### config.mk
export PLATFORM = sky130hd
export DESIGN_NAME = accel_average_seven_segment_display_unit
export DESIGN_NICKNAME = d
export VERILOG_FILES = /design/src/hw/rtl/aasd_pkg.sv /design/src/hw/rtl/aasd_ram.sv /design/src/hw/rtl/aasd_lane.sv /design/src/hw/rtl/aasd_merge.sv /design/src/hw/rtl/aasd_fifo.sv /design/src/hw/rtl/accel_average_seven_segment_display_unit.sv
export SDC_FILE = /design/constraint.sdc
export NUM_CORES = 2
export LEC_CHECK = 0
export BUFFER_PORTS_ARGS = -buffer_cell sky130_fd_sc_hd__buf_2
export CAP_MARGIN = 20
export CORE_MARGIN = 2
export CORE_UTILIZATION = 41
export DETAILED_ROUTE_END_ITERATION = 12
export PLACE_DENSITY_LB_ADDON = 0.2
export SYNTH_ARGS = -nofsm -noshare
export SYNTH_HDL_FRONTEND = slang
export SYNTH_SLANG_ARGS = --single-unit
### constraint.sdc
create_clock -name clk -period 10.68 [get_ports clk]
set_clock_uncertainty 0.2 [all_clocks]
set_input_delay 2.136 -clock clk [delete_from_list [all_inputs] [get_ports clk]]
set_output_delay 2.136 -clock clk [all_outputs]
set_load 0.03 [all_outputs]
### src/hw/rtl/aasd_pkg.sv
// Shared types, constants and the segment decode table for the accelerometer
// average / seven-segment display unit. No dependencies.
package aasd_pkg;

    localparam int AXES       = 3;
    localparam int LANE_LAT   = 6;   // register levels from accept to lane result
    localparam int OUT_DEPTH  = 8;   // result queue entries (credit pool)

    localparam logic       REQ_TICK   = 1'b0;
    localparam logic       REQ_BUTTON = 1'b1;
    localparam logic [7:0] HOLD_RESET = 8'd200;
    localparam logic [1:0] AXIS_LAST  = 2'd2;

    // average magnitude is at most 256, scaled value at most 201
    localparam int AVG_W      = 9;
    localparam int MAG_W      = 8;
    localparam int SCALE_NUM  = 100;
    localparam int SCALE_DEN  = 127;
    localparam int SCALE_K    = 9;
    localparam int SCALE_M    = (SCALE_NUM * (2 ** SCALE_K)) / SCALE_DEN;
    localparam int SCALE_MW   = 9;
    localparam int SCALE_PW   = 15;  // width of avg*100

    // x/10 == (x*205)>>11 for x below 1029
    localparam int DIV10_M    = 205;
    localparam int DIV10_S    = 11;
    localparam int DIV10_W    = 15;

    localparam logic [3:0] SYM_S     = 4'd5;
    localparam logic [3:0] SYM_O     = 4'd10;
    localparam logic [3:0] SYM_DASH  = 4'd11;
    localparam logic [3:0] SYM_BLANK = 4'd12;

    localparam logic [7:0] SEG_DOT   = 8'h80;

    typedef struct packed {
        logic       valid;
        logic [3:0] com_n;
        logic [1:0] digit;
        logic [1:0] axis;
        logic       hold;
    } ctrl_t;

    typedef struct packed {
        logic             neg;
        logic [MAG_W-1:0] mag;
    } lane_res_t;

    typedef struct packed {
        logic       pad;
        logic [8:0] accel_z;
        logic [8:0] accel_y;
        logic [8:0] accel_x;
        logic [7:0] segment_drive;
        logic [3:0] com_enable_n;
    } beat_t;

    function automatic logic [7:0] seg_code(input logic [3:0] sym);
        logic [7:0] code;
        case (sym)
            4'd0:      code = 8'h3F;
            4'd1:      code = 8'h06;
            4'd2:      code = 8'h5B;
            4'd3:      code = 8'h4F;
            4'd4:      code = 8'h66;
            4'd5:      code = 8'h6D;
            4'd6:      code = 8'h7D;
            4'd7:      code = 8'h07;
            4'd8:      code = 8'h7F;
            4'd9:      code = 8'h6F;
            SYM_O:     code = 8'h5C;
            SYM_DASH:  code = 8'h40;
            default:   code = 8'h00;
        endcase
        return code;
    endfunction

endpackage

### src/hw/rtl/aasd_ram.sv
// Generic single-port RAM with registered read.
// No dependencies.
module aasd_ram #(
    parameter int WIDTH = 8,
    parameter int DEPTH = 50
) (
    input  logic                                 clk,
    input  logic                                 en,
    input  logic                                 we,
    input  logic [(DEPTH > 1 ? $clog2(DEPTH) : 1)-1:0] addr,
    input  logic [WIDTH-1:0]                     wdata,
    output logic [WIDTH-1:0]                     rdata
);

    logic [WIDTH-1:0] mem [DEPTH];

    always_ff @(posedge clk)
    begin
        if (en)
        begin
            if (we)
            begin
                mem[addr] <= wdata;
            end
            else
            begin
                rdata <= mem[addr];
            end
        end
    end

endmodule

### src/hw/rtl/aasd_lane.sv
// One axis lane: sample ring, running sum and the two-step scaling.
// Uses aasd_pkg and aasd_ram.
module aasd_lane #(
    parameter int FILTER_LEN = 50
) (
    input  logic                                          clk,
    input  logic                                          rst_n,
    input  logic                                          load,
    input  logic [(FILTER_LEN > 1 ? $clog2(FILTER_LEN) : 1)-1:0] addr,
    input  logic                                          old_ok,
    input  logic signed [7:0]                             sample,
    output aasd_pkg::lane_res_t                           res
);

    localparam int PW  = (FILTER_LEN > 1) ? $clog2(FILTER_LEN) : 1;
    localparam int SW  = $clog2(FILTER_LEN * 128 + 1) + 1;
    localparam int NW  = $clog2(FILTER_LEN * 256 + 1);
    localparam int K1  = NW;
    localparam int M1  = (2 ** K1) / FILTER_LEN;
    localparam int MW  = K1 + 1;
    localparam int PRW = NW + MW;
    localparam int AW  = aasd_pkg::AVG_W;
    localparam int SPW = aasd_pkg::SCALE_PW;
    localparam int EPW = aasd_pkg::AVG_W + aasd_pkg::SCALE_MW;

    // stage A: ring read in flight
    logic                 a_valid_reg;
    logic [PW-1:0]        a_addr_reg;
    logic                 a_old_ok_reg;
    logic signed [7:0]    a_sample_reg;
    logic [7:0]           ring_rdata;
    logic signed [7:0]    old_val;

    // stage B: sum update
    logic signed [SW-1:0] sum_reg;
    logic signed [SW-1:0] sum_next;
    logic signed [SW-1:0] b_sum_reg;

    // stage C: magnitude times reciprocal of the length
    logic signed [SW:0]   twice;
    logic [SW:0]          twice_abs;
    logic [NW-1:0]        c_n_reg;
    logic [PRW-1:0]       c_prod_reg;
    logic                 c_neg_reg;

    // stage D: quotient correction
    logic [MW-1:0]        d_q0_full;
    logic [AW-1:0]        d_q0;
    logic [NW:0]          d_rem;
    logic [AW-1:0]        d_avg_reg;
    logic                 d_neg_reg;

    // stage E/F: times 100/127
    logic [EPW-1:0]       e_prod_reg;
    logic [AW-1:0]        e_avg_reg;
    logic                 e_neg_reg;
    logic [AW-1:0]        f_q0;
    logic [SPW-1:0]       f_rem;
    aasd_pkg::lane_res_t  f_res_reg;

    aasd_ram #(
        .WIDTH (8),
        .DEPTH (FILTER_LEN)
    ) u_ring (
        .clk   (clk),
        .en    (load | a_valid_reg),
        .we    (a_valid_reg),
        .addr  (a_valid_reg ? a_addr_reg : addr),
        .wdata (a_sample_reg),
        .rdata (ring_rdata)
    );

    assign old_val   = a_old_ok_reg ? signed'(ring_rdata) : 8'sd0;
    assign sum_next  = sum_reg + SW'(a_sample_reg) - SW'(old_val);

    assign twice     = {b_sum_reg, 1'b0};
    assign twice_abs = b_sum_reg[SW-1] ? $unsigned(-twice) : $unsigned(twice);

    assign d_q0_full = c_prod_reg[PRW-1:K1];
    assign d_q0      = d_q0_full[AW-1:0];
    assign d_rem     = {1'b0, c_n_reg} - (NW+1)'(d_q0) * (NW+1)'(FILTER_LEN);

    assign f_q0      = e_prod_reg[EPW-1:aasd_pkg::SCALE_K];
    assign f_rem     = SPW'(e_avg_reg) * SPW'(aasd_pkg::SCALE_NUM)
                     - SPW'(f_q0) * SPW'(aasd_pkg::SCALE_DEN);

    always_ff @(posedge clk or negedge rst_n)
    begin
        if (!rst_n)
        begin
            a_valid_reg <= 1'b0;
            sum_reg     <= '0;
        end
        else
        begin
            a_valid_reg <= load;
            if (a_valid_reg)
            begin
                sum_reg <= sum_next;
            end
        end
    end

    always_ff @(posedge clk)
    begin
        a_addr_reg   <= addr;
        a_old_ok_reg <= old_ok;
        a_sample_reg <= sample;

        b_sum_reg    <= sum_next;

        c_n_reg      <= twice_abs[NW-1:0];
        c_prod_reg   <= PRW'(twice_abs[NW-1:0]) * PRW'(M1);
        c_neg_reg    <= b_sum_reg[SW-1];

        d_avg_reg    <= d_q0 + AW'(d_rem >= (NW+1)'(FILTER_LEN));
        d_neg_reg    <= c_neg_reg;

        e_prod_reg   <= EPW'(d_avg_reg) * EPW'(aasd_pkg::SCALE_M);
        e_avg_reg    <= d_avg_reg;
        e_neg_reg    <= d_neg_reg;

        f_res_reg.mag <= aasd_pkg::MAG_W'(f_q0 + AW'(f_rem >= SPW'(aasd_pkg::SCALE_DEN)));
        f_res_reg.neg <= e_neg_reg;
    end

    assign res = f_res_reg;

endmodule

### src/hw/rtl/aasd_merge.sv
// Merge stage: picks the shown axis, splits it into digits and rebuilds the
// digit buffer; emits one result beat per tick. Uses aasd_pkg.
module aasd_merge (
    input  logic                           clk,
    input  logic                           rst_n,
    input  aasd_pkg::ctrl_t                ctrl,
    input  aasd_pkg::lane_res_t [2:0]      res,
    output logic                           beat_valid,
    output aasd_pkg::beat_t                beat
);

    localparam int MW = aasd_pkg::MAG_W;

    aasd_pkg::lane_res_t sel;
    logic [1:0]          hund;
    logic [MW-1:0]       rem_full;
    logic [8:0]          val [3];

    aasd_pkg::ctrl_t     m1_ctrl_reg;
    logic [1:0]          m1_hund_reg;
    logic [6:0]          m1_rem_reg;
    logic                m1_neg_reg;
    logic [8:0]          m1_val_reg [3];

    logic [aasd_pkg::DIV10_W-1:0] tens_prod;
    aasd_pkg::ctrl_t     m2_ctrl_reg;
    logic [1:0]          m2_hund_reg;
    logic [6:0]          m2_rem_reg;
    logic [3:0]          m2_tens_reg;
    logic                m2_neg_reg;
    logic [8:0]          m2_val_reg [3];

    logic [6:0]          ones_full;
    logic [3:0]          sym [4];
    logic [3:0]          dot_mask;
    logic [7:0]          pat_reg [4];
    logic [7:0]          pat_next [4];

    always_comb
    begin
        case (ctrl.axis)
            2'd1:    sel = res[1];
            2'd2:    sel = res[2];
            default: sel = res[0];
        endcase
    end

    always_comb
    begin
        if (sel.mag >= MW'(200))
        begin
            hund = 2'd2;
        end
        else if (sel.mag >= MW'(100))
        begin
            hund = 2'd1;
        end
        else
        begin
            hund = 2'd0;
        end
        rem_full = sel.mag - MW'(hund) * MW'(100);
    end

    for (genvar k = 0; k < aasd_pkg::AXES; k++)
    begin : g_val
        assign val[k] = res[k].neg ? 9'd0 - 9'(res[k].mag) : 9'(res[k].mag);
    end

    assign tens_prod = aasd_pkg::DIV10_W'(m1_rem_reg) * aasd_pkg::DIV10_W'(aasd_pkg::DIV10_M);
    assign ones_full = m2_rem_reg - 7'(m2_tens_reg) * 7'(10);

    always_comb
    begin
        if (m2_ctrl_reg.hold)
        begin
            sym[0]   = aasd_pkg::SYM_O;
            sym[1]   = aasd_pkg::SYM_S;
            sym[2]   = aasd_pkg::SYM_BLANK;
            sym[3]   = {2'b00, m2_ctrl_reg.axis};
            dot_mask = 4'b0000;
        end
        else
        begin
            sym[0]   = m2_neg_reg ? aasd_pkg::SYM_DASH : aasd_pkg::SYM_BLANK;
            sym[1]   = {2'b00, m2_hund_reg};
            sym[2]   = m2_tens_reg;
            sym[3]   = ones_full[3:0];
            dot_mask = 4'b0010;
        end
        for (int k = 0; k < 4; k++)
        begin
            pat_next[k] = aasd_pkg::seg_code(sym[k]) | (dot_mask[k] ? aasd_pkg::SEG_DOT : 8'h00);
        end
    end

    always_ff @(posedge clk or negedge rst_n)
    begin
        if (!rst_n)
        begin
            m1_ctrl_reg <= '0;
            m2_ctrl_reg <= '0;
            for (int k = 0; k < 4; k++)
            begin
                pat_reg[k] <= 8'h00;
            end
        end
        else
        begin
            m1_ctrl_reg <= ctrl;
            m2_ctrl_reg <= m1_ctrl_reg;
            if (m2_ctrl_reg.valid)
            begin
                pat_reg <= pat_next;
            end
        end
    end

    always_ff @(posedge clk)
    begin
        m1_hund_reg       <= hund;
        m1_rem_reg        <= rem_full[6:0];
        m1_neg_reg        <= sel.neg && (sel.mag != '0);
        m1_val_reg        <= val;

        m2_hund_reg       <= m1_hund_reg;
        m2_rem_reg        <= m1_rem_reg;
        m2_tens_reg       <= tens_prod[aasd_pkg::DIV10_S +: 4];
        m2_neg_reg        <= m1_neg_reg;
        m2_val_reg        <= m1_val_reg;
    end

    // segments come from the buffer built by the previous tick
    assign beat_valid         = m2_ctrl_reg.valid;
    assign beat.pad           = 1'b0;
    assign beat.com_enable_n  = m2_ctrl_reg.com_n;
    assign beat.segment_drive = pat_reg[m2_ctrl_reg.digit];
    assign beat.accel_x       = m2_val_reg[0];
    assign beat.accel_y       = m2_val_reg[1];
    assign beat.accel_z       = m2_val_reg[2];

endmodule

### src/hw/rtl/aasd_fifo.sv
// Small register-based result queue between the merge stage and the
// output stream. No dependencies.
module aasd_fifo #(
    parameter int WIDTH = 40,
    parameter int DEPTH = 8
) (
    input  logic             clk,
    input  logic             rst_n,
    input  logic             push,
    input  logic [WIDTH-1:0] wdata,
    output logic             out_valid,
    input  logic             out_ready,
    output logic [WIDTH-1:0] rdata
);

    localparam int PTRW = $clog2(DEPTH);
    localparam int CNTW = $clog2(DEPTH + 1);

    logic [WIDTH-1:0] mem_reg [DEPTH];
    logic [PTRW-1:0]  wr_ptr_reg;
    logic [PTRW-1:0]  rd_ptr_reg;
    logic [CNTW-1:0]  count_reg;
    logic             pop;

    assign out_valid = (count_reg != '0);
    assign pop       = out_valid && out_ready;
    assign rdata     = mem_reg[rd_ptr_reg];

    always_ff @(posedge clk or negedge rst_n)
    begin
        if (!rst_n)
        begin
            wr_ptr_reg <= '0;
            rd_ptr_reg <= '0;
            count_reg  <= '0;
        end
        else
        begin
            if (push)
            begin
                wr_ptr_reg <= (wr_ptr_reg == PTRW'(DEPTH - 1)) ? '0 : wr_ptr_reg + 1'b1;
            end
            if (pop)
            begin
                rd_ptr_reg <= (rd_ptr_reg == PTRW'(DEPTH - 1)) ? '0 : rd_ptr_reg + 1'b1;
            end
            count_reg <= count_reg + CNTW'(push) - CNTW'(pop);
        end
    end

    always_ff @(posedge clk)
    begin
        if (push)
        begin
            mem_reg[wr_ptr_reg] <= wdata;
        end
    end

    a_no_overflow: assert property (@(posedge clk) disable iff (!rst_n)
        push |-> (count_reg < CNTW'(DEPTH)))
        else $error("result queue written while full");

endmodule

### src/hw/rtl/accel_average_seven_segment_display_unit.sv
// A tick beat's result goes through the lane, merge and queue registers to m_axis.
// No beat is accepted in a tick's write-back cycle: the ring memory of each lane
// takes a read on the accept cycle and the write-back on the next one (single port).
// Button beats produce no result. Up to 8 tick results may wait unread.
// Reset: rst_n async active low; rings read as zero until filled once, sums,
// digit buffer, scan digit, hold counter and axis clear; hold_ticks = 200.
module accel_average_seven_segment_display_unit #(
    parameter int FILTER_LEN = 50
) (
    input  logic        clk,
    input  logic        rst_n,

    input  logic        s_axis_tvalid,
    output logic        s_axis_tready,
    // [7:0] x_sample, [15:8] y_sample, [23:16] z_sample, [24] button_level, rest zero
    input  logic [31:0] s_axis_tdata,
    // [0] req_type
    input  logic        s_axis_tuser,

    output logic        m_axis_tvalid,
    input  logic        m_axis_tready,
    // [3:0] com_enable_n, [11:4] segment_drive, [20:12] accel_x,
    // [29:21] accel_y, [38:30] accel_z, [39] zero
    output logic [39:0] m_axis_tdata,

    input  logic        cfg_valid,
    output logic        cfg_ready,
    input  logic [7:0]  cfg_data     // hold_ticks
);

    localparam int PW   = (FILTER_LEN > 1) ? $clog2(FILTER_LEN) : 1;
    localparam int UW   = $clog2(aasd_pkg::OUT_DEPTH + 1);

    logic                 in_accept;
    logic                 tick;
    logic                 press;
    logic                 pop;

    // front-end control state, updated in beat order
    logic                 busy_reg;          // ring write-back cycle
    logic [UW-1:0]        used_reg;          // ticks accepted, result not yet taken
    logic [PW-1:0]        ptr_reg;
    logic                 wrapped_reg;       // every ring entry written at least once
    logic [1:0]           digit_reg;
    logic [1:0]           digit_next;
    logic [7:0]           hold_reg;
    logic [1:0]           axis_reg;
    logic [7:0]           hold_ticks_reg;

    aasd_pkg::ctrl_t      ctrl_in;
    aasd_pkg::ctrl_t      ctrl_pipe_reg [aasd_pkg::LANE_LAT];

    logic [2:0][7:0]      samples;
    aasd_pkg::lane_res_t [2:0] lane_res;

    logic                 beat_valid;
    aasd_pkg::beat_t      beat;

    assign in_accept     = s_axis_tvalid && s_axis_tready;
    assign tick          = in_accept && (s_axis_tuser == aasd_pkg::REQ_TICK);
    assign press         = in_accept && (s_axis_tuser == aasd_pkg::REQ_BUTTON)
                           && s_axis_tdata[24];
    assign pop           = m_axis_tvalid && m_axis_tready;

    // credits keep every in-flight result a slot in the queue
    assign s_axis_tready = !busy_reg && (used_reg < UW'(aasd_pkg::OUT_DEPTH));
    assign cfg_ready     = 1'b1;

    assign digit_next    = digit_reg + 2'd1;
    assign samples       = s_axis_tdata[23:0];

    // scan position, axis and label choice are fixed when the tick enters
    always_comb
    begin
        ctrl_in.valid = tick;
        ctrl_in.com_n = ~(4'b0001 << digit_next);
        ctrl_in.digit = digit_next;
        ctrl_in.axis  = axis_reg;
        ctrl_in.hold  = (hold_reg != 8'd0);
    end

    always_ff @(posedge clk or negedge rst_n)
    begin
        if (!rst_n)
        begin
            busy_reg       <= 1'b0;
            used_reg       <= '0;
            ptr_reg        <= '0;
            wrapped_reg    <= 1'b0;
            digit_reg      <= 2'd0;
            hold_reg       <= 8'd0;
            axis_reg       <= 2'd0;
            hold_ticks_reg <= aasd_pkg::HOLD_RESET;
            for (int i = 0; i < aasd_pkg::LANE_LAT; i++)
            begin
                ctrl_pipe_reg[i] <= '0;
            end
        end
        else
        begin
            busy_reg <= tick;
            used_reg <= used_reg + UW'(tick) - UW'(pop);

            if (cfg_valid)
            begin
                hold_ticks_reg <= cfg_data;
            end

            if (tick)
            begin
                digit_reg <= digit_next;
                if (ptr_reg == PW'(FILTER_LEN - 1))
                begin
                    ptr_reg     <= '0;
                    wrapped_reg <= 1'b1;
                end
                else
                begin
                    ptr_reg <= ptr_reg + 1'b1;
                end
            end

            priority if (press)
            begin
                hold_reg <= hold_ticks_reg;
                axis_reg <= (axis_reg >= aasd_pkg::AXIS_LAST) ? 2'd0 : axis_reg + 2'd1;
            end
            else if (tick && (hold_reg != 8'd0))
            begin
                hold_reg <= hold_reg - 8'd1;
            end

            ctrl_pipe_reg[0] <= ctrl_in;
            for (int i = 1; i < aasd_pkg::LANE_LAT; i++)
            begin
                ctrl_pipe_reg[i] <= ctrl_pipe_reg[i-1];
            end
        end
    end

    // one lane per axis, all started by the same tick
    for (genvar k = 0; k < aasd_pkg::AXES; k++)
    begin : g_lane
        aasd_lane #(
            .FILTER_LEN (FILTER_LEN)
        ) u_lane (
            .clk    (clk),
            .rst_n  (rst_n),
            .load   (tick),
            .addr   (ptr_reg),
            .old_ok (wrapped_reg),
            .sample (signed'(samples[k])),
            .res    (lane_res[k])
        );
    end

    aasd_merge u_merge (
        .clk        (clk),
        .rst_n      (rst_n),
        .ctrl       (ctrl_pipe_reg[aasd_pkg::LANE_LAT-1]),
        .res        (lane_res),
        .beat_valid (beat_valid),
        .beat       (beat)
    );

    aasd_fifo #(
        .WIDTH ($bits(aasd_pkg::beat_t)),
        .DEPTH (aasd_pkg::OUT_DEPTH)
    ) u_out_q (
        .clk       (clk),
        .rst_n     (rst_n),
        .push      (beat_valid),
        .wdata     (beat),
        .out_valid (m_axis_tvalid),
        .out_ready (m_axis_tready),
        .rdata     (m_axis_tdata)
    );

    a_credit_bound: assert property (@(posedge clk) disable iff (!rst_n)
        used_reg <= UW'(aasd_pkg::OUT_DEPTH))
        else $error("credit count above queue depth");

    a_tick_spacing: assert property (@(posedge clk) disable iff (!rst_n)
        tick |=> !s_axis_tready)
        else $error("beat accepted during ring write-back");

    a_result_has_credit: assert property (@(posedge clk) disable iff (!rst_n)
        m_axis_tvalid |-> (used_reg != '0))
        else $error("result offered with no tick outstanding");

    a_press_reload: assert property (@(posedge clk) disable iff (!rst_n)
        press |=> (hold_reg == $past(hold_ticks_reg)))
        else $error("hold counter not reloaded on press");

endmodule

==> run metrics <==
count of placed standard cells in the final layout, fillers left out=10.6k; CP Buf/Inv Count=4; width of the die=492 um; area occupied by multi-input gates=0.0365 mm2; Initial Util=0.412; net count after synthesis=8174; post-CTS resize count=0; Congestion Overflow GR=0; net total in the final layout=8394; mean number of vias per cell=5.42; sum of negative setup slack=0 ns; most frequent cells after synthesis=1536 x edfxtp_1, 818 x inv_1, 817 x ha_1; total core area=0.237 mm2; Filler Cells Inserted=20.9k; H-tree Lvls=4; Post-Synthesis Cell Area=around 0.098 mm2; register area share after synthesis=0.588; remaining routing DRC violations=0; most common cell in the netlist=edfxtp_1; WL final=244000 um; CP Capture Type=register; dominant cell type by area after synthesis=edfxtp_1; fin crit period=between 6 and 7 ns; count of final max-slew check failures=0; footprint of the flip-flops and latches=0.0575 mm2; average wire length per cell after detail routing=approximately 23 um; setup fix buffers added after clock tree synthesis=0; slowest cell on the critical path=or4_1; Post-Place Worst Slack=approximately 4 ns; gate count after technology mapping=6999; hold violation total from the final report=0; wire length of the first global-routing pass=368000 um; number of antenna violations at the first check in global routing=9; largest net degree at the start of global routing=94; Pre-antenna DRT Iters=6; y dimension of the die=492 um; Die ar.=0.242 mm2; kind of start point of the critical path=register; Synth warnings=0; Tightest Pin Transition=1.24 ns; cell types occupying the most area after synthesis=edfxtp_1 47%, ha_1 10%, dfxtp_1 6.8%; placement row count=around 180; Clk pin slew, worst setup/hold paths=0.06 ns; count of clock tree sinks=a little over 2k; CP max FO=5; CTS Buf Count=210; estimated wirelength of the detail-placed design=about 150000 um; unrepaired setup endpoints after global routing=false; CP cell instances=ha_1 -> ha_1 -> ha_1 -> inv_1 -> fa_1 -> inv_1 -> fa_1 -> inv_1 -> fa_1 -> inv_1 -> fa_1 -> ha_1 -> a21o_1 -> a21oi_1 -> nor2b_1 -> o41ai_1 -> o21ai_1 -> a2111oi_4 -> nand3_1 -> or4_1 -> ha_1 -> nand4_1 -> xnor2_1; data required time of the critical path=approximately 11 ns; antenna-violating nets left=0; delay of the slowest critical-path stage=between 0.6 and 0.7 ns; status=finished clean; family with the most delay on the worst path=adder cells; CTS tree=done; flops & latches, synth=2055; vias in the first global route=roughly 58k; fmax=about 150 MHz; most frequently used flop master after synthesis=edfxtp_1; number of flops mapped to enable cells by yosys=1536; Worst Setup Slack, final=3.98 ns; count of input and output buffers=79; signal arrival time at the worst endpoint=7.24 ns; number of max-capacitance violations reported=0; Top cell by count, worst path=ha_1; async set-reset flop share out of synthesis=0.0915; Yosys top cell area share=0.472; Layout area overhead=12.3%; mean instance size in the synthesized netlist=14.0 um2; Boundary Pins=89; number of setup violations in the final report=0; worst min-delay path class=register to register; root buffer selected by CTS=clkbuf_16; layout cell share with drive strength beyond 1=0.114; number of flip-flops in the largest register=1200; critical path class=register to register; distinct cell type count after synthesis=90; Max-slew headroom=0.171; combined global-route utilization of all metal layers=0.200; Final Wtd Congestion=0.814; number of vias in the routed layout=57.3k; post-route fraction of the period consumed by the critical path=0.628; Worst-Skew Late Latency=0.87 ns; number of buffers between clock root and the deepest sink=3; number of hold buffers added after cts=0; placed cell count=approximately 10k; violation count after the first detailed-route iteration=between 4k and 5k
## cell usage in the layout, fill, tap and decap left out, types with 25 or more instances in the layout
cell and count:
edfxtp_1 1536, inv_1 818, ha_1 817, a22oi_1 413, fa_1 312, dfxtp_1 308, nand2_1 285, xnor2_1 216
clkbuf_16 213, nor2_1 201, a21oi_1 197, dfrtp_1 181, o21ai_0 172, buf_4 140, mux4_2 85, xor2_1 79
buf_2 79, mux2_2 76, nor3_1 69, a221oi_1 61, clkbuf_1 58, a31oi_1 56, nand3_1 53, mux2i_1 49
a41oi_1 46, nor2_2 43, clkinv_2 39, a21o_1 38, nand4_1 36, o21a_1 36, nor2b_1 35, and2_1 35
nand2b_1 34, o22ai_1 33, a22o_1 32, nor4_1 31, or3_1 29, o31ai_1 28, o211ai_1 27, clkbuf_8 25
## final timing paths
kind	from	endpoint	slack, ns	cells after the start
max	g_lane[1].u_lane.e_avg_reg[2]$_DFF_P_	g_lane[1].u_lane.res[7]$_DFF_P_	3.98	23
min	u_merge.m1_val_reg[8]$_SDFF_PN0_	u_merge.beat[38]$_DFF_P_	0.11	0
max reg2reg	g_lane[1].u_lane.e_avg_reg[2]$_DFF_P_	g_lane[1].u_lane.res[7]$_DFF_P_	3.98	23
min reg2reg	u_merge.m1_val_reg[8]$_SDFF_PN0_	u_merge.beat[38]$_DFF_P_	0.11	0
max in group asynchronous	rst_n	g_lane[1].u_lane.sum_reg[11]$_DFFE_PN0P_	7.23	3
min in group asynchronous	rst_n	u_out_q.wr_ptr_reg[1]$_DFFE_PN0P_	1.04	1
## layout make-up
class                   instances  area share
diodes                          4   0.0000913
clock buffers                 296      0.0537
clock inverters               103      0.0103
inverters                     820      0.0281
multi-input cells            3905       0.333
flip-flops and latches       2055       0.524
well taps                    3167      0.0361
repair buffers                227      0.0146
## per-stage QoR
step	area, um2	util	hold WS [ns]
2_1_floorplan	97700	-	0.110
3_3_place_gp	103000	0.432	0.110
3_5_place_dp	103000	0.432	0.112
4_1_cts	110000	0.462	0.116
5_1_grt	110000	0.462	0.110
6_report	110000	0.462	0.111
## routing by layer
metal  up-vias  wire length, um  GRT usage
met5         -               13          0
li1      26200                -          -
met3       379            16000     0.0301
met2      1787           116000      0.334
met1     28900           104000      0.271
met4         2             7070     0.0596
## worst register-to-register path: stages (launching register included)
cell and delay [ns]:
dfxtp_1 0.43, ha_1 0.28, ha_1 0.28, ha_1 0.31
inv_1 0.06, fa_1 0.48, inv_1 0.06, fa_1 0.51
inv_1 0.05, fa_1 0.47, inv_1 0.05, fa_1 0.45
ha_1 0.36, a21o_1 0.23, a21oi_1 0.22, nor2b_1 0.07
o41ai_1 0.32, o21ai_1 0.17, a2111oi_4 0.32, nand3_1 0.11
or4_1 0.64, ha_1 0.31, nand4_1 0.12, xnor2_1 0.12
## cell families after synthesis
kind of cell / share of synthesized area
and+or+nand+nor: 0.0458
xor gates and xnor gates: 0.0264
adders and majority gates: 0.169
muxes: 0.0338
other: 0.0000769
buffers and inverters: 0.0416
AOI/OAI and AO/OA: 0.0957
DFF: 0.588
Power is not shown: default switching activity piles up to over one toggle a cycle in this logic, so the estimate is an artifact.
